### config.mk
export PLATFORM = sky130hd
export DESIGN_NAME = pcs_64b66b_rx_decode_core_flat
export DESIGN_NICKNAME = d
export VERILOG_FILES = /design/src/pcsrx_pkg.sv /design/src/pcsrx_ifs.sv /design/src/pcs_64b66b_rx_decode_core.sv /design/src/pcsrx_in_stage.sv /design/src/pcsrx_decode.sv /design/src/flat_wrapper.sv
export VERILOG_INCLUDE_DIRS = /design/src /design/src/src
export SDC_FILE = /design/constraint.sdc
export NUM_CORES = 1
export LEC_CHECK = 0
export ABC_AREA = 1
export BUFFER_PORTS_ARGS = -buffer_cell sky130_fd_sc_hd__buf_2
export CORE_MARGIN = 2
export CORE_UTILIZATION = 50
export DETAILED_ROUTE_END_ITERATION = 10
export PLACE_DENSITY = 0.83
export SLEW_MARGIN = 10
export SYNTH_ARGS = -nofsm -noshare
export SYNTH_HDL_FRONTEND = slang
export SYNTH_SLANG_ARGS = --single-unit
### constraint.sdc
create_clock -name clk_i -period 4.56 [get_ports clk_i]
set_input_delay 0.684 -clock clk_i [delete_from_list [all_inputs] [get_ports clk_i]]
set_output_delay 0.684 -clock clk_i [all_outputs]
set_load 0.01 [all_outputs]
### src/pcs_64b66b_rx_decode_core_macros.svh
// Assertion macros for the 64b/66b receive decoder.
// Included by the top level; no other dependencies.
`ifndef PCS_64B66B_RX_DECODE_CORE_MACROS_SVH
`define PCS_64B66B_RX_DECODE_CORE_MACROS_SVH

// Concurrent assertion on an explicit clock and active-low reset.
`define PCSRX_ASSERT_CLK(label, clk, rst_n, prop, msg) \
  label: assert property (@(posedge clk) disable iff (!(rst_n)) (prop)) else $error(msg);

// Concurrent assertion on the block clock and reset.
`define PCSRX_ASSERT(label, prop, msg) \
  `PCSRX_ASSERT_CLK(label, clk_i, rst_ni, prop, msg)

`endif

### src/pcsrx_pkg.sv
// Shared types, block type codes and descrambler functions for the
// 64b/66b receive decoder. No dependencies.
package pcsrx_pkg;

  // Field and register widths.
  localparam int unsigned SyncW    = 2;
  localparam int unsigned PayloadW = 64;
  localparam int unsigned HistW    = 58;
  localparam int unsigned CountW   = 4;
  localparam int unsigned CfgDataW = 64;
  localparam int unsigned AddrW    = 4;

  // Distance from the current bit to the near tap (x^39 term).
  localparam int unsigned TapNear  = 39;

  // Sync header value of a control block.
  localparam logic [SyncW-1:0] SyncCtrl = 2'd1;

  // Configuration register addresses.
  localparam logic [AddrW-1:0] AddrSeed = 4'd0;

  // Control block type codes.
  localparam logic [7:0] BtIdle       = 8'h1e;
  localparam logic [7:0] BtStartIdle  = 8'h33;
  localparam logic [7:0] BtStartLane0 = 8'h78;
  localparam logic [7:0] BtTerm0      = 8'h87;
  localparam logic [7:0] BtTerm1      = 8'h99;
  localparam logic [7:0] BtTerm2      = 8'haa;
  localparam logic [7:0] BtTerm3      = 8'hb4;
  localparam logic [7:0] BtTerm4      = 8'hcc;
  localparam logic [7:0] BtTerm5      = 8'hd2;
  localparam logic [7:0] BtTerm6      = 8'he1;
  localparam logic [7:0] BtTerm7      = 8'hff;

  // Descrambler history in stream order: bit 0 is the oldest received bit.
  typedef logic [HistW-1:0] hist_t;

  // One received block together with the history that precedes it.
  typedef struct packed {
    logic [SyncW-1:0]    blk_sync;
    logic [PayloadW-1:0] payload;
    hist_t               hist;
  } blk_t;

  // Input stage contents handed to the decoder.
  typedef struct packed {
    logic valid;
    blk_t blk;
  } stage_t;

  // One decoded result.
  typedef struct packed {
    logic [PayloadW-1:0] data_bytes;
    logic [CountW-1:0]   byte_count;
    logic [CountW-1:0]   idle_count;
    logic                frame_start;
    logic                frame_end;
    logic                unknown_type;
  } res_t;

  // The seed register holds the most recent bit in bit 0; the stored
  // history holds it in the top bit.
  function automatic hist_t bit_rev_hist(input hist_t v);
    hist_t r;
    for (int i = 0; i < HistW; i++) begin
      r[i] = v[HistW-1-i];
    end
    return r;
  endfunction

  // Self-synchronizing descrambler x^58 + x^39 + 1 over a whole block.
  function automatic logic [PayloadW-1:0] descramble(input logic [PayloadW-1:0] payload,
                                                     input hist_t prev);
    logic [PayloadW+HistW-1:0] ext;
    logic [PayloadW-1:0]       r;
    ext = {payload, prev};
    for (int i = 0; i < PayloadW; i++) begin
      r[i] = ext[i+HistW] ^ ext[i+HistW-TapNear] ^ ext[i];
    end
    return r;
  endfunction

  // Number of data bytes carried by a terminate block.
  function automatic logic [2:0] term_len(input logic [7:0] btype);
    logic [2:0] n;
    case (btype)
      BtTerm1: n = 3'd1;
      BtTerm2: n = 3'd2;
      BtTerm3: n = 3'd3;
      BtTerm4: n = 3'd4;
      BtTerm5: n = 3'd5;
      BtTerm6: n = 3'd6;
      BtTerm7: n = 3'd7;
      default: n = 3'd0;
    endcase
    return n;
  endfunction

endpackage

### src/pcsrx_ifs.sv
// Valid/ready stream interfaces for received blocks and decoded results.
// Depends on pcsrx_pkg.
interface pcsrx_blk_if;
  import pcsrx_pkg::*;

  logic                valid;
  logic                ready;
  logic [SyncW-1:0]    blk_sync;
  logic [PayloadW-1:0] payload;

  modport source (output valid, blk_sync, payload, input ready);
  modport sink   (input valid, blk_sync, payload, output ready);
endinterface

interface pcsrx_res_if;
  import pcsrx_pkg::*;

  logic                valid;
  logic                ready;
  logic [PayloadW-1:0] data_bytes;
  logic [CountW-1:0]   byte_count;
  logic [CountW-1:0]   idle_count;
  logic                frame_start;
  logic                frame_end;
  logic                unknown_type;

  modport source (output valid, data_bytes, byte_count, idle_count, frame_start,
                  frame_end, unknown_type, input ready);
  modport sink   (input valid, data_bytes, byte_count, idle_count, frame_start,
                  frame_end, unknown_type, output ready);
endinterface

### src/pcs_64b66b_rx_decode_core.sv
// 64b/66b receive descrambler and block decoder, top level.
// Path: a block accepted into the input register is descrambled and decoded,
// then written into the result register once that register is free.
// Throughput: one block per cycle without output stalls; the input and
// result registers each hold one request, so output stalls back up one stage.
// Reset clears the seed register, the descrambler history and both valid bits.
`include "pcs_64b66b_rx_decode_core_macros.svh"

module pcs_64b66b_rx_decode_core (
  input  logic                          clk_i,
  input  logic                          rst_ni,
  pcsrx_blk_if.sink                     blk_i,
  pcsrx_res_if.source                   res_o,
  input  logic                          psel,
  input  logic                          penable,
  input  logic                          pwrite,
  input  logic [pcsrx_pkg::AddrW-1:0]   paddr,
  input  logic [pcsrx_pkg::CfgDataW-1:0] pwdata,
  output logic [pcsrx_pkg::CfgDataW-1:0] prdata,
  output logic                          pready
);
  import pcsrx_pkg::*;

  hist_t  seed_q;
  hist_t  hist;
  logic   seed_we;
  logic   adv;
  stage_t stage;

  // Configuration port: single seed register, no wait states.
  assign pready  = 1'b1;
  assign seed_we = psel && penable && pwrite && (paddr == AddrSeed);
  assign prdata  = (paddr == AddrSeed) ? {{(CfgDataW-HistW){1'b0}}, seed_q} : '0;

  always_ff @(posedge clk_i or negedge rst_ni) begin
    if (!rst_ni) begin
      seed_q <= '0;
    end else if (seed_we) begin
      seed_q <= pwdata[HistW-1:0];
    end
  end

  pcsrx_in_stage u_in_stage (
    .clk_i     (clk_i),
    .rst_ni    (rst_ni),
    .blk_i     (blk_i),
    .seed_we_i (seed_we),
    .seed_i    (pwdata[HistW-1:0]),
    .adv_i     (adv),
    .stage_o   (stage),
    .hist_o    (hist)
  );

  pcsrx_decode u_decode (
    .clk_i   (clk_i),
    .rst_ni  (rst_ni),
    .stage_i (stage),
    .adv_o   (adv),
    .res_o   (res_o)
  );

  // History follows the raw received bits of each accepted request.
  `PCSRX_ASSERT(a_hist_follows_rx, blk_i.valid && blk_i.ready && !seed_we |=> hist == $past(blk_i.payload[PayloadW-1:PayloadW-HistW]), "history did not take the received bits")
  // A seed write reloads the history in stream order.
  `PCSRX_ASSERT(a_seed_loads_hist, seed_we |=> hist == bit_rev_hist($past(pwdata[HistW-1:0])), "seed write did not load history")
  // An unrecognized type carries nothing else.
  `PCSRX_ASSERT(a_unknown_empty, res_o.valid && res_o.unknown_type |-> res_o.byte_count == 4'd0 && res_o.idle_count == 4'd0 && !res_o.frame_start && !res_o.frame_end, "unknown type with payload")
  // A block never both starts and ends a frame.
  `PCSRX_ASSERT(a_start_end_excl, res_o.valid |-> !(res_o.frame_start && res_o.frame_end), "start and end together")

endmodule

### src/pcsrx_in_stage.sv
// Input register and running descrambler history.
// Depends on pcsrx_pkg and pcsrx_blk_if.
module pcsrx_in_stage (
  input  logic               clk_i,
  input  logic               rst_ni,
  pcsrx_blk_if.sink          blk_i,
  input  logic               seed_we_i,
  input  pcsrx_pkg::hist_t   seed_i,
  input  logic               adv_i,
  output pcsrx_pkg::stage_t  stage_o,
  output pcsrx_pkg::hist_t   hist_o
);
  import pcsrx_pkg::*;

  logic  valid_q;
  blk_t  blk_q;
  hist_t hist_q;
  logic  accept;

  // The stage takes a new request when empty or when it is being drained.
  assign blk_i.ready = !valid_q || adv_i;
  assign accept      = blk_i.valid && blk_i.ready;

  always_ff @(posedge clk_i or negedge rst_ni) begin
    if (!rst_ni) begin
      valid_q <= 1'b0;
    end else if (accept) begin
      valid_q <= 1'b1;
    end else if (adv_i) begin
      valid_q <= 1'b0;
    end
  end

  // Capture the block with the history that precedes it.
  always_ff @(posedge clk_i) begin
    if (accept) begin
      blk_q <= '{blk_sync: blk_i.blk_sync, payload: blk_i.payload, hist: hist_q};
    end
  end

  // History is the last 58 received bits; a seed write reloads it.
  always_ff @(posedge clk_i or negedge rst_ni) begin
    if (!rst_ni) begin
      hist_q <= '0;
    end else if (seed_we_i) begin
      hist_q <= bit_rev_hist(seed_i);
    end else if (accept) begin
      hist_q <= blk_i.payload[PayloadW-1:PayloadW-HistW];
    end
  end

  assign stage_o = '{valid: valid_q, blk: blk_q};
  assign hist_o  = hist_q;

endmodule

### src/pcsrx_decode.sv
// Descrambles a staged block, decodes its type and holds the result.
// Depends on pcsrx_pkg and pcsrx_res_if.
module pcsrx_decode (
  input  logic              clk_i,
  input  logic              rst_ni,
  input  pcsrx_pkg::stage_t stage_i,
  output logic              adv_o,
  pcsrx_res_if.source       res_o
);
  import pcsrx_pkg::*;

  logic                res_valid_q;
  res_t                res_q;
  res_t                res_d;
  logic                out_free;
  logic [PayloadW-1:0] plain;
  logic [7:0]          btype;
  logic [2:0]          tlen;

  // The result register frees up when empty or when its request is taken.
  assign out_free = !res_valid_q || res_o.ready;
  assign adv_o    = stage_i.valid && out_free;

  assign plain = descramble(stage_i.blk.payload, stage_i.blk.hist);
  assign btype = plain[7:0];
  assign tlen  = term_len(btype);

  // Block type decode.
  always_comb begin
    res_d = '0;
    if (stage_i.blk.blk_sync != SyncCtrl) begin
      res_d.data_bytes = plain;
      res_d.byte_count = 4'd8;
    end else begin
      unique case (btype) inside
        BtStartIdle: begin
          res_d.idle_count  = 4'd4;
          res_d.data_bytes  = {40'd0, plain[PayloadW-1:40]};
          res_d.byte_count  = 4'd3;
          res_d.frame_start = 1'b1;
        end
        BtStartLane0: begin
          res_d.data_bytes  = {8'd0, plain[PayloadW-1:8]};
          res_d.byte_count  = 4'd7;
          res_d.frame_start = 1'b1;
        end
        BtTerm0, BtTerm1, BtTerm2, BtTerm3, BtTerm4, BtTerm5, BtTerm6, BtTerm7: begin
          res_d.frame_end  = 1'b1;
          res_d.byte_count = {1'b0, tlen};
          for (int l = 0; l < 7; l++) begin
            if (3'(l) < tlen) begin
              res_d.data_bytes[8*l +: 8] = plain[8*l+8 +: 8];
            end
          end
        end
        BtIdle: begin
          res_d.idle_count = 4'd8;
        end
        default: begin
          res_d.unknown_type = 1'b1;
        end
      endcase
    end
  end

  always_ff @(posedge clk_i or negedge rst_ni) begin
    if (!rst_ni) begin
      res_valid_q <= 1'b0;
    end else if (out_free) begin
      res_valid_q <= stage_i.valid;
    end
  end

  always_ff @(posedge clk_i) begin
    if (adv_o) begin
      res_q <= res_d;
    end
  end

  assign res_o.valid        = res_valid_q;
  assign res_o.data_bytes   = res_q.data_bytes;
  assign res_o.byte_count   = res_q.byte_count;
  assign res_o.idle_count   = res_q.idle_count;
  assign res_o.frame_start  = res_q.frame_start;
  assign res_o.frame_end    = res_q.frame_end;
  assign res_o.unknown_type = res_q.unknown_type;

endmodule
### src/flat_wrapper.sv
// flat-port wrapper written by rule: the top's interface ports become plain ports
module pcs_64b66b_rx_decode_core_flat import pcsrx_pkg::*;
  (clk_i, rst_ni, psel, penable, pwrite, paddr, pwdata, prdata, pready, blk_i_valid, blk_i_blk_sync, blk_i_payload, blk_i_ready, res_o_valid, res_o_data_bytes, res_o_byte_count, res_o_idle_count, res_o_frame_start, res_o_frame_end, res_o_unknown_type, res_o_ready);
  pcsrx_blk_if blk_i_i ();
  pcsrx_res_if res_o_i ();
  input  logic clk_i;
  input  logic rst_ni;
  input  logic psel;
  input  logic penable;
  input  logic pwrite;
  input  logic [pcsrx_pkg::AddrW-1:0] paddr;
  input  logic [pcsrx_pkg::CfgDataW-1:0] pwdata;
  output logic [pcsrx_pkg::CfgDataW-1:0] prdata;
  output logic pready;
  input wire logic [$bits(blk_i_i.valid)-1:0] blk_i_valid;
  input wire logic [$bits(blk_i_i.blk_sync)-1:0] blk_i_blk_sync;
  input wire logic [$bits(blk_i_i.payload)-1:0] blk_i_payload;
  output wire logic [$bits(blk_i_i.ready)-1:0] blk_i_ready;
  output wire logic [$bits(res_o_i.valid)-1:0] res_o_valid;
  output wire logic [$bits(res_o_i.data_bytes)-1:0] res_o_data_bytes;
  output wire logic [$bits(res_o_i.byte_count)-1:0] res_o_byte_count;
  output wire logic [$bits(res_o_i.idle_count)-1:0] res_o_idle_count;
  output wire logic [$bits(res_o_i.frame_start)-1:0] res_o_frame_start;
  output wire logic [$bits(res_o_i.frame_end)-1:0] res_o_frame_end;
  output wire logic [$bits(res_o_i.unknown_type)-1:0] res_o_unknown_type;
  input wire logic [$bits(res_o_i.ready)-1:0] res_o_ready;
  assign blk_i_i.valid = blk_i_valid;
  assign blk_i_i.blk_sync = blk_i_blk_sync;
  assign blk_i_i.payload = blk_i_payload;
  assign blk_i_ready = blk_i_i.ready;
  assign res_o_valid = res_o_i.valid;
  assign res_o_data_bytes = res_o_i.data_bytes;
  assign res_o_byte_count = res_o_i.byte_count;
  assign res_o_idle_count = res_o_i.idle_count;
  assign res_o_frame_start = res_o_i.frame_start;
  assign res_o_frame_end = res_o_i.frame_end;
  assign res_o_unknown_type = res_o_i.unknown_type;
  assign res_o_i.ready = res_o_ready;
  pcs_64b66b_rx_decode_core u_core (.clk_i(clk_i), .rst_ni(rst_ni), .blk_i(blk_i_i), .res_o(res_o_i), .psel(psel), .penable(penable), .pwrite(pwrite), .paddr(paddr), .pwdata(pwdata), .prdata(prdata), .pready(pready));
endmodule
== After elaboration in Yosys (flattened, before gate mapping) ==
Cells that the tools add are included.
Storage, ports and cells
  input bits: 141
  output and inout port bits: 142
  word-level logic and storage cells: 195
  register bits after elaboration: 317
Cells by class
  bitwise operators: 128
  equal/unequal tests: 12
  reductions and logical operators: 15
  mux-type cells: 19
  $lt $le $gt $ge: 7
Operator list (number)
  $pmux 60 s3: 1
  $mux 58: 3
  $xor 1x1->1: 128
  $eq 8x8->1 const B: 8
  $mux 60: 1
  $mux 8: 7
  $pmux 3 s7: 1
  $reduce_or 11->1: 1
  $lt 3x3->1 const A: 3
  $eq 8x5->1 const B: 1
  $eq 8x6->1 const B: 1
  $eq 8x7->1 const B: 1
  $pmux 4 s2: 1
  $reduce_or 8->1: 1
  $lt 1x3->1 const A: 2
  $lt 2x3->1 const A: 2
  $logic_and 1x1->1: 5
  $mux 1: 5
  $logic_not 4->1: 1
  $reduce_bool 2->1: 2
  $logic_not 1->1: 2
  $logic_or 1x1->1: 2
  $ne 2x1->1 const B: 1
  $reduce_or 2->1: 1

== Logic depth before layout (Yosys ltp) ==
  depth after elaboration: 8
  gate-level depth with buffers: 17
  gate-level depth less buffers: 16

== By module ==
Synthesis repeated with hierarchy kept, for this count alone.
Unflattened totals
  cells, all modules: 1631
  area, all modules: 15468.6 um^2
Modules (own cells, without submodules)
  pcsrx_in_stage: area an instance 6824.0 um^2, cells each 570, times used 1, sequential area each 5200.0 um^2
  pcsrx_decode: area an instance 5432.7 um^2, cells each 660, times used 1, sequential area each 2217.1 um^2
  pcs_64b66b_rx_decode_core: area an instance 3211.8 um^2, cells each 401, times used 1, sequential area each 1451.4 um^2

== Worst setup path before layout ==
Ideal clock, no wire load.
  path type: input port to flip-flop
  from: in res_o_ready
  to: reg u_core.u_decode.res_q (netlist bit u_core.u_decode.res_o.byte_count[0]), enable pin
  required time: 4.032 ns
  path buffers: 0
  stages on the path: 2
  data arrival time: 4.265 ns
  library setup time: 0.528 ns
  path slack: -0.233 ns
  path through: inv_1 a21oi_1
On the way
  word-level cells in the longest chain between the ends: 2
Ends and longest elaborated chain
  start: declaration: line flat_wrapper.sv:26  | input wire logic [$bits(res_o_i.ready)-1:0] res_o_ready;
  $logic_or 1x1->1: line pcsrx_decode.sv:21  | assign out_free = !res_valid_q || res_o.ready;
  $logic_and 1x1->1: line pcsrx_decode.sv:22  | assign adv_o = stage_i.valid && out_free;
  net u_core.adv: line pcs_64b66b_rx_decode_core.sv:27  | logic adv;
  end signal: assignment: line pcsrx_decode.sv:76  | res_q <= res_d;
  end: declaration: line pcsrx_decode.sv:13  | res_t res_q;
The timed path passes the listed nets, and every way through them passes these cells.
A chain may end at the register's enable or synchronous reset.

==> results.py <==
metrics = {
    "clock_tree": {
        "insertion_delay_ps": 570,
        "cts_buffer_depth": 3,
        "htree_levels": 1,
        "cts_setup_buffers": 0,
        "cts_sinks": 315,
        "clk_pin_slew_ps": 60,
        "root_buffer": "clkbuf_16",
        "numCtsBuffers": 30,
        "cts_hold_repair.buffers": 0,
        "postCtsResizedCells": 0,
        "tritoncts": "yes",
    },
    "sta": {
        "hold_viol": 0,
        "fin_setup_tns_ps": 0,
        "post-route-min-period_ps": 2754,
        "fmax_ghz": 0.3631,
        "clock_skew_ps": 31.90,
        "tightest_slew_ps": 1176,
        "period_share_pct": 60.39,
        "relSlewSlack_pct": 21.57,
        "setup_viol": 0,
        "slew_viol_final": 0,
        "rsz0062_at_grt": "false",
    },
    "critical_path": {
        "rr_startpoint": "u_core.u_in_stage.stage_o[61]$_DFFE_PP_",
        "cp-end-kind": "flop",
        "critPathSlowestCell": "nor4_4",
        "cp_cell_sequence": "nand2_1 > nand3_1 > nand2_2 > nand2_2 > nor4_4 > nand2_1 > nand3_1 > nand2_1 > nand2_1",
        "arrival_ps": 3160,
        "r2r_cells": 9,
        "cp.required_ps": 4970,
        "critPathMaxFanout": 16,
        "crit_type": "flop to flop",
        "reg2reg_to": "u_core.u_decode.res_o.data_bytes[2]$_DFFE_PP_",
        "reg2reg_slack_ps": 1810,
        "cp_slowest_stage_delay_ps": 870,
        "start_kind": "flop",
        "crit_top_cell": "nand2_1",
    },
    "drt": {
        "viasPerCell": 5.115,
        "ant_nets": 0,
        "drt_iter0_markers": 1048,
        "num_vias": 10350,
        "wl_per_cell_um": 18.75,
        "totalWireLength_um": 37950,
        "firstDrtPassIters": 7,
        "drc": 0,
    },
    "yosys": {
        "syn_area_um2": 14100,
        "synth-seq-cells": 315,
        "synth_flop_cell": "edfxtp_1",
        "synth_warnings": 0,
        "synth_cell_type_count": 37,
        "synthArstFlopShare_pct": 37.46,
        "ys_seq_area_share_pct": 62.91,
        "avgSynthCellArea_um2": 10.32,
        "synth_edf_count": 197,
        "netlist_instances": 1366,
    },
    "layout": {
        "design_area_um2": 16730,
        "utilization_pct": 60.21,
        "final_layout_size_suffix_gt1_share_pct": 23.66,
        "area_growth_pct": 18.66,
        "nFillCells": 2300,
        "nets": 1761,
    },
    "placement": {
        "place_hpwl_um": 29310,
        "routabilityCongestion": 0.9225,
        "port_buffers": 267,
        "placed_area_um2": 15720,
    },
    "global_route": {
        "grt_pass1_wl_um": 56120,
        "grt_max_degree": 117,
        "grt.overflow.total": 0,
        "grtUsageTotal_pct": 25.76,
        "antenna_found_initial": 3,
        "grt_pass1_vias": 9786,
    },
    "power_and_ir_drop": {
        "total_power_mw": 7.417,
        "peakVddDrop_mv": 0.2948,
        "power_density_nw_per_um2": 443.4,
        "power.leakage_nw": 7.760,
    },
    "status": {
        "status": "complete, no violations",
    },
    "die": {
        "die_x_um": 171.9,
        "die_h_um": 171.9,
        "die-area_um2": 29550,
        "coreArea_um2": 27780,
        "ios": 283,
        "row_count": 61,
        "initial_utilization_pct": 50.74,
    },
    "job": {
        "drv_cap": 0,
    },
    "hold_path": {
        "holdCritPathClass": "input port to async pin",
    },
}
## through the flow
stage | hold slack [ps] | std cells | setup slack [ps]
6_report | 106.8 | 2024 | 1806
3_3_place_gp | 430.3 | 1966 | 1623
5_1_grt | 137.6 | 2024 | 1703
2_1_floorplan | 388.4 | 1373 | 683.3
4_1_cts | 118.9 | 2022 | 1897
3_5_place_dp | 432.1 | 1966 | 1573
## layout by cell type, fill, tap and decap left out, types with 4 or more instances in the layout
cell,count
inv_2,15
nand3_2,8
clkinvlp_4,4
bufinv_16,4
edfxtp_1,197
clkbuf_16,30
conb_1,9
nand2_1,339
buf_4,9
dfrtp_1,118
nand2_2,13
xor2_1,62
xnor2_1,50
a21oi_1,10
nor2_1,140
or2_0,5
inv_1,124
nor2_2,4
a31oi_1,59
buf_2,266
o21ai_0,74
nand3_1,38
clkinv_1,8
o22ai_1,8
or2_2,11
nand2_4,7
nand4_1,4
clkbuf_1,7
## critical path: cells and delay by family (launching register included)
kind,cells,cell delay [ps]
AND/OR/NAND/NOR,9,2040
flip-flops,1,540
## sequential cells by signal, indices dropped and copies added, names as in the netlist
register / count
u_core.u_decode.res_o.frame_end: 1
u_core.u_in_stage.valid_q: 1
u_core.u_decode.res_o.data_bytes: 64
u_core.u_in_stage.stage_o: 124
u_core.u_decode.res_o.byte_count: 4
u_core.u_decode.res_o.unknown_type: 1
u_core.seed_q: 58
u_core.u_decode.res_o.valid: 1
u_core.u_decode.res_o.idle_count: 2
u_core.u_in_stage.hist_o: 58
u_core.u_decode.res_o.frame_start: 1
## power breakdown
part | internal [mW] | leakage (nW) | total, mW | switching, mW
clock network | 1.47 | 0.474 | 2.51 | 1.04
logic | 0.403 | 4.12 | 1.19 | 0.789
registers | 3.51 | 3.16 | 3.72 | 0.207
total | 5.38 | 7.76 | 7.42 | 2.04
## Yosys cell counts, types with 5 or more instances
| cell | count | share of area [%] |
|---|---|---|
| nand2_4 | 6 | 0.48 |
| nand3_2 | 8 | 0.57 |
| edfxtp_1 | 197 | 42 |
| dfrtp_1 | 118 | 21 |
| nand2_2 | 13 | 0.58 |
| a21oi_1 | 11 | 0.39 |
| buf_1 | 6 | 0.16 |
| buf_4 | 11 | 0.59 |
| nand2_1 | 340 | 9.1 |
| nor2_1 | 141 | 3.8 |
| xnor2_1 | 50 | 3.1 |
| inv_1 | 126 | 3.4 |
| inv_2 | 15 | 0.40 |
| a31oi_1 | 59 | 2.6 |
| clkbuf_1 | 18 | 0.48 |
| or2_0 | 5 | 0.22 |
| o21ai_0 | 74 | 2.6 |
| nand3_1 | 38 | 1.3 |
| xor2_1 | 62 | 3.9 |
| buf_2 | 24 | 0.85 |
| o22ai_1 | 8 | 0.36 |
| or2_2 | 11 | 0.49 |
## layer usage
metal / track usage (%) / routed length [µm] / vias up
li1: - / - / 4949
met1: 35.64 / 15800 / 4876
met2: 42.31 / 17810 / 453
met3: 3.799 / 3033 / 72
met4: 8.257 / 1291 / 2
met5: 0 / 13 / -
## cells by family after synthesis
group / Yosys count / share of synthesized area [%]
compound gates: 153 / 6.106
xor+xnor: 112 / 6.958
buf+inv: 204 / 6.124
flops: 315 / 62.91
other cells: 2 / 0.05327
simple gates: 580 / 17.85
## how the worst max path moves through the flow
stage                                                    endpoint  slack (ps)                                    start
global route        u_core.u_decode.res_o.data_bytes[2]$_DFFE_PP_        1700  u_core.u_in_stage.stage_o[61]$_DFFE_PP_
global placement         u_core.u_in_stage.hist_o[41]$_DFFE_PN0P_        1620                                 paddr[1]
detailed placement       u_core.u_in_stage.hist_o[41]$_DFFE_PN0P_        1570                                 paddr[1]
CTS                 u_core.u_decode.res_o.data_bytes[2]$_DFFE_PP_        1900  u_core.u_in_stage.stage_o[61]$_DFFE_PP_
finish              u_core.u_decode.res_o.data_bytes[2]$_DFFE_PP_        1810  u_core.u_in_stage.stage_o[61]$_DFFE_PP_
floorplan                  u_core.u_in_stage.stage_o[0]$_DFFE_PP_         680                              res_o_ready
## final cells by class
type	instances	area (µm²)	share of cell area [%]
clock inverters	17	198.9	1.189
inverters	143	541.8	3.239
repair buffers	276	1419	8.482
multi-input cells	854	4418	26.41
clock buffers	39	804.5	4.809
well taps	378	473.0	2.827
diodes	2	5.005	0.02992
flip-flops and latches	315	8869	53.01
Note: power is estimated with default switching activity, not from simulation.
